==> config.mk <==
export PLATFORM = sky130hd
export DESIGN_NAME = request_queue_with_timeout
export DESIGN_NICKNAME = d
export VERILOG_FILES = /design/src/sv/rqt_pkg.sv /design/src/sv/rqt_ram.sv /design/src/sv/request_queue_with_timeout.sv
export SDC_FILE = /design/constraint.sdc
export NUM_CORES = 2
export LEC_CHECK = 0
export BUFFER_PORTS_ARGS = -buffer_cell sky130_fd_sc_hd__buf_2
export CAP_MARGIN = 25
export CORE_MARGIN = 2
export CORE_UTILIZATION = 57
export CTS_CLUSTER_DIAMETER = 150
export DETAILED_ROUTE_END_ITERATION = 6
export PLACE_DENSITY = 0.87
export SYNTH_ARGS = -nofsm -noshare
export SYNTH_HDL_FRONTEND = slang
export SYNTH_SLANG_ARGS = --single-unit
==> constraint.sdc <==
create_clock -name clk -period 7.6 [get_ports clk]
set_clock_uncertainty 0.1 [all_clocks]
set_input_delay 1.52 -clock clk [delete_from_list [all_inputs] [get_ports clk]]
set_output_delay 1.52 -clock clk [all_outputs]
set_load 0.1 [all_outputs]
==> src/sv/rqt_pkg.sv <==
// ----------------------------------------------------------------------------
// rqt_pkg
// Shared types, codes and default sizes of the request queue with timeout.
// ----------------------------------------------------------------------------
`default_nettype none

package rqt_pkg;

  localparam int POOL_BYTES_DEF    = 256;
  localparam int QUEUE_DEPTH_DEF   = 8;
  localparam int MAX_REQ_BYTES_DEF = 64;

  localparam logic [15:0] STARTUP_DELAY_RST   = 16'd1000;
  localparam logic [15:0] DEFAULT_TIMEOUT_RST = 16'd100;

  localparam logic CFG_STARTUP_DELAY   = 1'b0;
  localparam logic CFG_DEFAULT_TIMEOUT = 1'b1;

  typedef enum logic [1:0] {
    CMD_HEADER   = 2'd0,
    CMD_BYTE     = 2'd1,
    CMD_TICK     = 2'd2,
    CMD_RESPONSE = 2'd3
  } cmd_t;

  typedef enum logic [2:0] {
    K_ADD     = 3'd0,
    K_SENT    = 3'd1,
    K_REPLY   = 3'd2,
    K_TIMEOUT = 3'd3,
    K_ERROR   = 3'd4
  } kind_t;

  typedef enum logic [2:0] {
    ST_OK         = 3'd0,
    ST_EMPTY      = 3'd1,
    ST_QUEUE_FULL = 3'd2,
    ST_POOL_FULL  = 3'd3,
    ST_TOO_LONG   = 3'd4
  } status_t;

  typedef enum logic [1:0] {
    SEQ_STARTUP = 2'd0,
    SEQ_IDLE    = 2'd1,
    SEQ_WAIT    = 2'd2
  } seq_t;

  typedef enum logic [2:0] {
    C_ACCEPT = 3'd0,
    C_EXEC   = 3'd1,
    C_DESC   = 3'd2,
    C_BREAD  = 3'd3,
    C_BEMIT  = 3'd4
  } ctl_t;

endpackage

`default_nettype wire

==> src/sv/rqt_ram.sv <==
// ----------------------------------------------------------------------------
// rqt_ram
// Single write port, single read port memory with registered read data.
// ----------------------------------------------------------------------------
`default_nettype none

module rqt_ram #(
  parameter int WIDTH = 8,
  parameter int DEPTH = 256,
  parameter int AW    = 8
) (
  input  wire logic             clk,
  input  wire logic             we,
  input  wire logic [AW-1:0]    waddr,
  input  wire logic [WIDTH-1:0] wdata,
  input  wire logic             re,
  input  wire logic [AW-1:0]    raddr,
  output logic      [WIDTH-1:0] rdata
);

  logic [WIDTH-1:0] mem [DEPTH];

  always_ff @(posedge clk) begin
    if (we) begin
      mem[waddr] <= wdata;
    end
  end

  always_ff @(posedge clk) begin
    if (re) begin
      rdata <= mem[raddr];
    end
  end

endmodule

`default_nettype wire

==> src/sv/request_queue_with_timeout.sv <==
// ----------------------------------------------------------------------------
// request_queue_with_timeout
// Queues request lines with tag and reply timeout, sends them one at a time
// and waits for a reply or a timeout.
// ----------------------------------------------------------------------------
// An item is taken in C_ACCEPT and executed in C_EXEC, where an item with a
// result stays while the result register has not drained. A tick that
// starts a request then reads the descriptor in C_DESC and, for each request
// byte, reads the byte pool in C_BREAD and sends the byte in C_BEMIT, which
// waits for the result register too; the byte pool port has registered data.
// Descriptors and bytes live in two memories; only committed entries are
// read, so neither memory needs clearing after reset. Accesses never overlap
// because one item is worked at a time.
`default_nettype none

module request_queue_with_timeout
  import rqt_pkg::*;
#(
  parameter int POOL_BYTES    = POOL_BYTES_DEF,
  parameter int QUEUE_DEPTH   = QUEUE_DEPTH_DEF,
  parameter int MAX_REQ_BYTES = MAX_REQ_BYTES_DEF
) (
  input  wire logic        clk,
  input  wire logic        rst,
  input  wire logic        cfg_write,
  input  wire logic        cfg_index,
  input  wire logic [15:0] cfg_data,
  input  wire logic        item_valid,
  output logic             item_stall,
  input  wire logic [1:0]  cmd,
  input  wire logic [7:0]  req_len,
  input  wire logic [31:0] timeout_ticks,
  input  wire logic [7:0]  request_id,
  input  wire logic [7:0]  data_byte,
  input  wire logic [7:0]  tick_amount,
  input  wire logic [15:0] line_tag,
  output logic             result_valid,
  input  wire logic        result_stall,
  output logic [2:0]       kind,
  output logic [2:0]       status,
  output logic [7:0]       out_byte,
  output logic [7:0]       out_id,
  output logic [15:0]      out_line_tag,
  output logic             last
);

  localparam int PA_W  = $clog2(POOL_BYTES);
  localparam int PC_W  = $clog2(POOL_BYTES + 1);
  localparam int QA_W  = (QUEUE_DEPTH > 1) ? $clog2(QUEUE_DEPTH) : 1;
  localparam int QC_W  = $clog2(QUEUE_DEPTH + 1);
  localparam int LEN_W = $clog2(MAX_REQ_BYTES);
  localparam int DW    = LEN_W + 40;
  localparam int CW    = (PC_W > 8) ? PC_W : 8;

  // configuration
  logic [15:0] startup_delay;
  logic [15:0] default_timeout;

  // control
  ctl_t state, state_next;
  seq_t seq;

  // item registers
  cmd_t        it_cmd;
  logic [7:0]  it_len;
  logic [31:0] it_tmo;
  logic [7:0]  it_id;
  logic [7:0]  it_byte;
  logic [7:0]  it_tick;
  logic [15:0] it_tag;

  // queue and pool bookkeeping
  logic [QA_W-1:0]  q_rd, q_wr, q_rd_inc, q_wr_inc;
  logic [QC_W-1:0]  q_cnt;
  logic [PA_W-1:0]  p_rd, p_wr, fill_ptr, p_rd_inc, fill_inc;
  logic [PC_W-1:0]  p_cnt;
  logic [LEN_W-1:0] pending;
  logic [LEN_W-1:0] stage_len;
  logic [31:0]      stage_tmo;
  logic [7:0]       stage_id;

  // sequencing
  logic [31:0]      tick_counter, tick_next;
  logic [32:0]      tick_sum;
  logic [31:0]      current_timeout;
  logic [7:0]       current_id;
  logic [LEN_W-1:0] remaining;

  // memories
  logic             pool_we, pool_re, desc_we, desc_re;
  logic [7:0]       pool_rdata;
  logic [DW-1:0]    desc_wdata, desc_rdata;
  logic [LEN_W-1:0] d_len;
  logic [31:0]      d_tmo;
  logic [7:0]       d_id;

  // result register
  kind_t   res_kind;
  status_t res_status;
  logic [7:0]  res_byte, res_id;
  logic [15:0] res_tag;
  logic        res_last;
  logic        out_free, out_load;
  kind_t       o_kind;
  status_t     o_status;
  logic [7:0]  o_byte, o_id;
  logic [15:0] o_tag;
  logic        o_last;

  status_t     hdr_status;
  logic [CW-1:0] pool_free;
  logic        exec_done;

  rqt_ram #(.WIDTH(8), .DEPTH(POOL_BYTES), .AW(PA_W)) u_pool (
    .clk   (clk),
    .we    (pool_we),
    .waddr (fill_ptr),
    .wdata (it_byte),
    .re    (pool_re),
    .raddr (p_rd),
    .rdata (pool_rdata)
  );

  rqt_ram #(.WIDTH(DW), .DEPTH(QUEUE_DEPTH), .AW(QA_W)) u_desc (
    .clk   (clk),
    .we    (desc_we),
    .waddr (q_wr),
    .wdata (desc_wdata),
    .re    (desc_re),
    .raddr (q_rd),
    .rdata (desc_rdata)
  );

  assign desc_wdata = {stage_len, stage_tmo, stage_id};
  assign d_len      = desc_rdata[DW-1 -: LEN_W];
  assign d_tmo      = desc_rdata[39:8];
  assign d_id       = desc_rdata[7:0];

  assign item_stall = (state != C_ACCEPT);
  assign out_free   = !result_valid || !result_stall;
  assign exec_done  = (state == C_EXEC) && (state_next != C_EXEC);

  assign q_rd_inc = (q_rd == QA_W'(QUEUE_DEPTH - 1)) ? '0 : q_rd + 1'b1;
  assign q_wr_inc = (q_wr == QA_W'(QUEUE_DEPTH - 1)) ? '0 : q_wr + 1'b1;
  assign p_rd_inc = (p_rd == PA_W'(POOL_BYTES - 1)) ? '0 : p_rd + 1'b1;
  assign fill_inc = (fill_ptr == PA_W'(POOL_BYTES - 1)) ? '0 : fill_ptr + 1'b1;

  assign tick_sum  = {1'b0, tick_counter} + 33'(it_tick);
  assign tick_next = tick_sum[32] ? '1 : tick_sum[31:0];

  assign pool_free = CW'(POOL_BYTES) - CW'(p_cnt);

  always_comb begin
    if (it_len == 8'd0) begin
      hdr_status = ST_EMPTY;
    end else if (q_cnt == QC_W'(QUEUE_DEPTH)) begin
      hdr_status = ST_QUEUE_FULL;
    end else if (CW'(it_len) > pool_free) begin
      hdr_status = ST_POOL_FULL;
    end else if ({1'b0, it_len} > 9'(MAX_REQ_BYTES - 1)) begin
      hdr_status = ST_TOO_LONG;
    end else begin
      hdr_status = ST_OK;
    end
  end

  always_ff @(posedge clk) begin
    if (rst) begin
      state <= C_ACCEPT;
    end else begin
      state <= state_next;
    end
  end

  always_comb begin
    state_next = state;
    out_load   = 1'b0;
    o_kind     = K_ADD;
    o_status   = ST_OK;
    o_byte     = '0;
    o_id       = '0;
    o_tag      = '0;
    o_last     = 1'b0;
    pool_we    = 1'b0;
    pool_re    = 1'b0;
    desc_we    = 1'b0;
    desc_re    = 1'b0;
    unique case (state)
      C_ACCEPT: begin
        if (item_valid) begin
          state_next = C_EXEC;
        end
      end
      C_EXEC: begin
        case (it_cmd)
          CMD_HEADER: begin
            if (out_free) begin
              out_load   = 1'b1;
              o_kind     = K_ADD;
              o_status   = hdr_status;
              o_id       = it_id;
              state_next = C_ACCEPT;
            end
          end
          CMD_BYTE: begin
            pool_we    = (pending != '0);
            desc_we    = (pending == LEN_W'(1));
            state_next = C_ACCEPT;
          end
          CMD_TICK: begin
            case (seq)
              SEQ_STARTUP: state_next = C_ACCEPT;
              SEQ_WAIT: begin
                if (tick_next >= current_timeout) begin
                  if (out_free) begin
                    out_load   = 1'b1;
                    o_kind     = K_TIMEOUT;
                    o_id       = current_id;
                    state_next = C_ACCEPT;
                  end
                end else begin
                  state_next = C_ACCEPT;
                end
              end
              default: begin
                if (q_cnt != '0) begin
                  desc_re    = 1'b1;
                  state_next = C_DESC;
                end else begin
                  state_next = C_ACCEPT;
                end
              end
            endcase
          end
          default: begin
            if (out_free) begin
              out_load   = 1'b1;
              state_next = C_ACCEPT;
              if (seq == SEQ_WAIT) begin
                o_kind = K_REPLY;
                o_id   = current_id;
                o_tag  = it_tag;
              end else begin
                o_kind = K_ERROR;
              end
            end
          end
        endcase
      end
      C_DESC: state_next = C_BREAD;
      C_BREAD: begin
        pool_re    = 1'b1;
        state_next = C_BEMIT;
      end
      C_BEMIT: begin
        if (out_free) begin
          out_load   = 1'b1;
          o_kind     = K_SENT;
          o_byte     = pool_rdata;
          o_id       = current_id;
          o_last     = (remaining == LEN_W'(1));
          state_next = (remaining == LEN_W'(1)) ? C_ACCEPT : C_BREAD;
        end
      end
      default: state_next = C_ACCEPT;
    endcase
  end

  always_ff @(posedge clk) begin
    if (rst) begin
      startup_delay   <= STARTUP_DELAY_RST;
      default_timeout <= DEFAULT_TIMEOUT_RST;
    end else if (cfg_write) begin
      unique case (cfg_index)
        CFG_STARTUP_DELAY:   startup_delay   <= cfg_data;
        CFG_DEFAULT_TIMEOUT: default_timeout <= cfg_data;
        default: ;
      endcase
    end
  end

  always_ff @(posedge clk) begin
    if (state == C_ACCEPT && item_valid) begin
      it_cmd  <= cmd_t'(cmd);
      it_len  <= req_len;
      it_tmo  <= timeout_ticks;
      it_id   <= request_id;
      it_byte <= data_byte;
      it_tick <= tick_amount;
      it_tag  <= line_tag;
    end
  end

  always_ff @(posedge clk) begin
    if (exec_done && it_cmd == CMD_HEADER && hdr_status == ST_OK) begin
      stage_len <= LEN_W'(it_len);
      stage_tmo <= it_tmo;
      stage_id  <= it_id;
    end
  end

  always_ff @(posedge clk) begin
    if (rst) begin
      q_rd            <= '0;
      q_wr            <= '0;
      q_cnt           <= '0;
      p_rd            <= '0;
      p_wr            <= '0;
      p_cnt           <= '0;
      fill_ptr        <= '0;
      pending         <= '0;
      seq             <= SEQ_STARTUP;
      tick_counter    <= '0;
      current_timeout <= '0;
      current_id      <= '0;
      remaining       <= '0;
    end else begin
      if (exec_done) begin
        case (it_cmd)
          CMD_HEADER: begin
            pending <= (hdr_status == ST_OK) ? LEN_W'(it_len) : '0;
            if (hdr_status == ST_OK) begin
              fill_ptr <= p_wr;
            end
          end
          CMD_BYTE: begin
            if (pending != '0) begin
              fill_ptr <= fill_inc;
              pending  <= pending - 1'b1;
              if (pending == LEN_W'(1)) begin
                p_wr  <= fill_inc;
                p_cnt <= p_cnt + PC_W'(stage_len);
                q_wr  <= q_wr_inc;
                q_cnt <= q_cnt + 1'b1;
              end
            end
          end
          CMD_TICK: begin
            tick_counter <= tick_next;
            if (seq == SEQ_STARTUP) begin
              if (tick_next >= 32'(startup_delay)) begin
                seq <= SEQ_IDLE;
              end
            end else if (seq == SEQ_WAIT) begin
              if (tick_next >= current_timeout) begin
                seq <= SEQ_IDLE;
              end
            end
          end
          default: begin
            if (seq == SEQ_WAIT) begin
              seq <= SEQ_IDLE;
            end
          end
        endcase
      end
      if (state == C_DESC) begin
        remaining       <= d_len;
        current_id      <= d_id;
        current_timeout <= (d_tmo != '0) ? d_tmo : 32'(default_timeout);
        tick_counter    <= '0;
        seq             <= SEQ_WAIT;
        q_rd            <= q_rd_inc;
        q_cnt           <= q_cnt - 1'b1;
        p_cnt           <= p_cnt - PC_W'(d_len);
      end
      if (state == C_BEMIT && out_load) begin
        p_rd      <= p_rd_inc;
        remaining <= remaining - 1'b1;
      end
    end
  end

  always_ff @(posedge clk) begin
    if (rst) begin
      result_valid <= 1'b0;
    end else if (out_load) begin
      result_valid <= 1'b1;
    end else if (!result_stall) begin
      result_valid <= 1'b0;
    end
  end

  always_ff @(posedge clk) begin
    if (out_load) begin
      res_kind   <= o_kind;
      res_status <= o_status;
      res_byte   <= o_byte;
      res_id     <= o_id;
      res_tag    <= o_tag;
      res_last   <= o_last;
    end
  end

  assign kind         = res_kind;
  assign status       = res_status;
  assign out_byte     = res_byte;
  assign out_id       = res_id;
  assign out_line_tag = res_tag;
  assign last         = res_last;

  a_qcnt_bound: assert property (@(posedge clk) disable iff (rst)
    q_cnt <= QC_W'(QUEUE_DEPTH))
    else $error("descriptor count above queue depth");

  a_pcnt_bound: assert property (@(posedge clk) disable iff (rst)
    p_cnt <= PC_W'(POOL_BYTES))
    else $error("pool count above pool size");

  a_pop_nonempty: assert property (@(posedge clk) disable iff (rst)
    state == C_DESC |-> q_cnt != '0)
    else $error("descriptor popped from empty queue");

  a_send_waits: assert property (@(posedge clk) disable iff (rst)
    state == C_BEMIT |-> seq == SEQ_WAIT && remaining != '0)
    else $error("byte sent outside a request");

  a_load_free: assert property (@(posedge clk) disable iff (rst)
    out_load |-> !result_valid || !result_stall)
    else $error("result register overwritten while stalled");

endmodule

`default_nettype wire

==> flow_metrics.py <==
metrics = {
    "place": {
        "place.detailed.instances": 7911,
        "detailedPlace.worstSlack_ns": 1.515,
        "globalplace.congestion": 0.8877,
        "place_area_um2": 113400,
        "dp_hpwl_um": 154900,
        "input_output_buffers": 144,
    },
    "yosys": {
        "synth_enable_flop_cells": 2637,
        "yosysUniqueCellTypes": 71,
        "synth-seq-cells": 2802,
        "postSynthCellCount": 5445,
        "netlist.top_cell.by_area": "sky130_fd_sc_hd__edfxtp_1",
        "syn-cell-area_um2": 109700,
        "ys_async_sr_fraction": 0,
        "synth.net_count": 5646,
        "synth_ff_type": "sky130_fd_sc_hd__edfxtp_1",
        "yosys.cell_count.top_type": "sky130_fd_sc_hd__edfxtp_1",
        "synth_top_cell_area_share": 0.7217,
        "synthesis.yosys.warnings": 0,
        "synth.yosys.seq_area_share": 0.7518,
        "synth.area.top_cells": "sky130_fd_sc_hd__edfxtp_1 (72%), sky130_fd_sc_hd__mux4_2 (15%), sky130_fd_sc_hd__dfxtp_1 (3.0%)",
        "postSynthAreaPerCell_um2": 20.15,
        "post_synth_most_frequent_cells": "sky130_fd_sc_hd__edfxtp_1 (2637), sky130_fd_sc_hd__mux4_2 (732), sky130_fd_sc_hd__nor2_1 (399)",
    },
    "power_and_ir_drop": {
        "power_density_nw_per_um2": 257.3,
        "max-vdd-ir-drop_v": 0.0002638,
        "power.static_leakage_nw": 37.92,
    },
    "floorplan": {
        "die_height_um": 442.7,
        "die_area_um2": 196000,
        "num_rows": 161,
        "ios": 145,
        "die_width_um": 442.7,
        "core_um2": 192000,
        "initial_core_util": 0.5715,
    },
    "worst_setup_path": {
        "crit_fanout": 18,
        "timing.critical_path.buf_inv": 1,
        "slowest_library_cell_on_the_worst_path": "sky130_fd_sc_hd__a31oi_2",
        "kind_of_end_point_of_the_critical_path": "flip-flop",
        "timing.critical_path.slowest_cell_delay_ns": 0.91,
        "worst_path_dominant_cell_family": "compound AO/OA/AOI/OAI gates",
        "cp-start-kind": "flip-flop",
        "worstPathArrival_ns": 6.87,
        "timing.setup.critical_path_class": "flip-flop to flip-flop",
        "required_ns": 8.21,
        "most_common_cell_on_crit_path": "sky130_fd_sc_hd__ha_1",
        "cell_breakdown_of_the_critical_path": "ha_1 -> fa_1 -> a211o_1 -> a211oi_2 -> nor4_4 -> nand3_1 -> buf_4 -> a21oi_1 -> ha_1 -> nand4_1 -> nor4_1 -> and2_1 -> a22oi_1 -> a31oi_2 -> mux2i_1 -> nor2_1",
    },
    "clock_network": {
        "cts_max_path_buffers": 4,
        "h-tree-depth": 5,
        "cts_hold_buf": 0,
        "cts_num_sinks": 2802,
        "number_of_resized_instances_in_the_post_cts_repair_step": 0,
        "post-cts-setup-buffer-count": 0,
        "clock_tree_from_tritoncts": "yes",
        "clock_latency_ns": 0.95,
        "clock_pin_slew_reported_for_the_worst_setup_and_hold_paths_after_clock_tree_synthesis_ns": 0.06,
        "cts_made_buffers": 289,
        "cts_root_buffer": "sky130_fd_sc_hd__clkbuf_16",
    },
    "routing": {
        "post_drt_wl_per_cell_um": 37.02,
        "totalWireLength_um": 311900,
        "vias_per_cell": 7.150,
        "highest-signal-layer": "met5",
        "dr_wl_met2_um": 150100,
        "antenna_violating_nets_post_route": 0,
        "detailroute.wirelength.met3_um": 37640,
        "drt_drc_violations_left": 34,
        "drt-initial-drc-count": 10600,
        "detailedRoute.firstPassIterationCount": 7,
        "vias": 60230,
        "m1WireLength_um": 99770,
    },
    "timing": {
        "report.final.setup_viol": 0,
        "layout_worst_path_cycle_share": 0.8236,
        "slew_of_the_pin_with_the_lowest_slew_margin_ns": 1.557,
        "setup_repair_after_global_routing_missed_its_margin": "false",
        "setup-tns-final_ns": 0,
        "finalHoldViolations": 0,
        "slew_violations": 71,
        "slew_headroom": -0.03799,
        "timing.fmax_mhz": 159.8,
        "min_period_ns": 6.259,
        "fin_ws_ns": 1.341,
    },
    "final_layout": {
        "finish.instance_area_um2": 122600,
        "drive_above_1_share": 0.2464,
        "n_fill_cell": 11450,
        "syn2layout_area_growth_pct": 11.76,
        "finish.cell_count_without_fillers": 8424,
        "area_of_the_multi_input_gates_um2": 25770,
        "seq_area_um2": 82510,
        "finish.net_count": 5887,
    },
    "global_routing": {
        "gr-total-overflow": 0,
        "grt_start_max_net_pins": 256,
        "global_route.usage.total": 0.3101,
        "global_route_wire_length_before_repair_um": 434600,
        "antenna_found_initial": 23,
        "first_global_vias": 59810,
    },
    "run_status": {
        "outcome": "finished with violations",
        "failed_checks": "design-rule violations, max-slew violations",
    },
    "run": {
        "maxCapViolCount": 0,
    },
    "min_path": {
        "hp-class": "flip-flop to flip-flop",
    },
}
==> power by group <==
part	total (mW)	internal [mW]	switching (mW)
Sequential	16.9	16.9	0.0411
Clock	14.0	7.95	6.08
Combinational	0.588	0.122	0.466
==> path summary, 6_finish.rpt <==
path                    from             to  slack [ns]  depth (start not counted)
setup reg to reg  it_tick[0]       p_cnt[2]        1.34                         16
hold reg to reg   it_tmo[28]  stage_tmo[28]        0.31                          0
setup / recovery  it_tick[0]       p_cnt[2]        1.34                         16
hold / removal    it_tmo[28]  stage_tmo[28]        0.31                          0
==> layout by cell type, fill, tap and decap left out, types with 80 or more instances in the layout <==
cell                        synthesis  layout
sky130_fd_sc_hd__a21oi_1          149     148
sky130_fd_sc_hd__buf_2             35     143
sky130_fd_sc_hd__clkbuf_16          0     296
sky130_fd_sc_hd__dfxtp_1          165     158
sky130_fd_sc_hd__edfxtp_1        2637    2637
sky130_fd_sc_hd__ha_1              94      94
sky130_fd_sc_hd__inv_1             81      80
sky130_fd_sc_hd__mux4_2           732     732
sky130_fd_sc_hd__nand2_1          271     271
sky130_fd_sc_hd__nor2_1           399     392
==> sequential cells by signal (all words and copies together), names as in the netlist, 9 cells and up <==
signal	cells
u_pool.mem	2048
p_cnt	9
startup_delay	16
current_timeout	32
it_tmo	32
out_line_tag	16
tick_counter	32
it_tag	16
u_desc.mem	368
stage_tmo	32
default_timeout	16
u_desc.rdata	46
==> per-layer routing <==
| metal | GRT usage | vias up |
|---|---|---|
| li1 | - | 22680 |
| met1 | 0.3872 | 30260 |
| met2 | 0.4968 | 5908 |
| met3 | 0.07461 | 1371 |
| met4 | 0.1880 | 18 |
| met5 | 0.0007326 | - |
==> logic make-up (layout without fill, tap and decap cells) <==
kind of cell | after synthesis | in the layout | share of synthesized area
flip-flops | 2802 | 2802 | 0.7518
AND/OR/NAND/NOR | 897 | 897 | 0.03568
multiplexers | 808 | 808 | 0.1577
AO/OA/AOI/OAI | 408 | 408 | 0.02413
buffers and inverters | 374 | 810 | 0.01463
adder cells (fa/ha/maj) | 97 | 97 | 0.01127
XOR/XNOR | 59 | 59 | 0.004710
other | 0 | 17 | 0
==> final cells by class <==
cell class | instances | area share
sequential | 2802 | 0.6729
multi-input combinational | 2269 | 0.2101
clock buffer | 363 | 0.06286
tap | 2526 | 0.02577
timing repair buffer | 242 | 0.01561
clock inverter | 123 | 0.009846
inverter | 82 | 0.002530
antenna | 17 | 0.0003469
==> metrics by stage <==
stage | hold slack (ns) | util | power [mW]
after floorplan | 0.3003 | - | 17.59
after global placement | 0.3057 | 0.5901 | 17.77
after detailed placement | 0.3057 | 0.5908 | 17.81
after CTS | 0.3179 | 0.6372 | 31.47
after global routing | 0.3234 | 0.6387 | 32.09
final | 0.3146 | 0.6388 | 31.55
No activity file was read; power rests on OpenSTA's default activity.
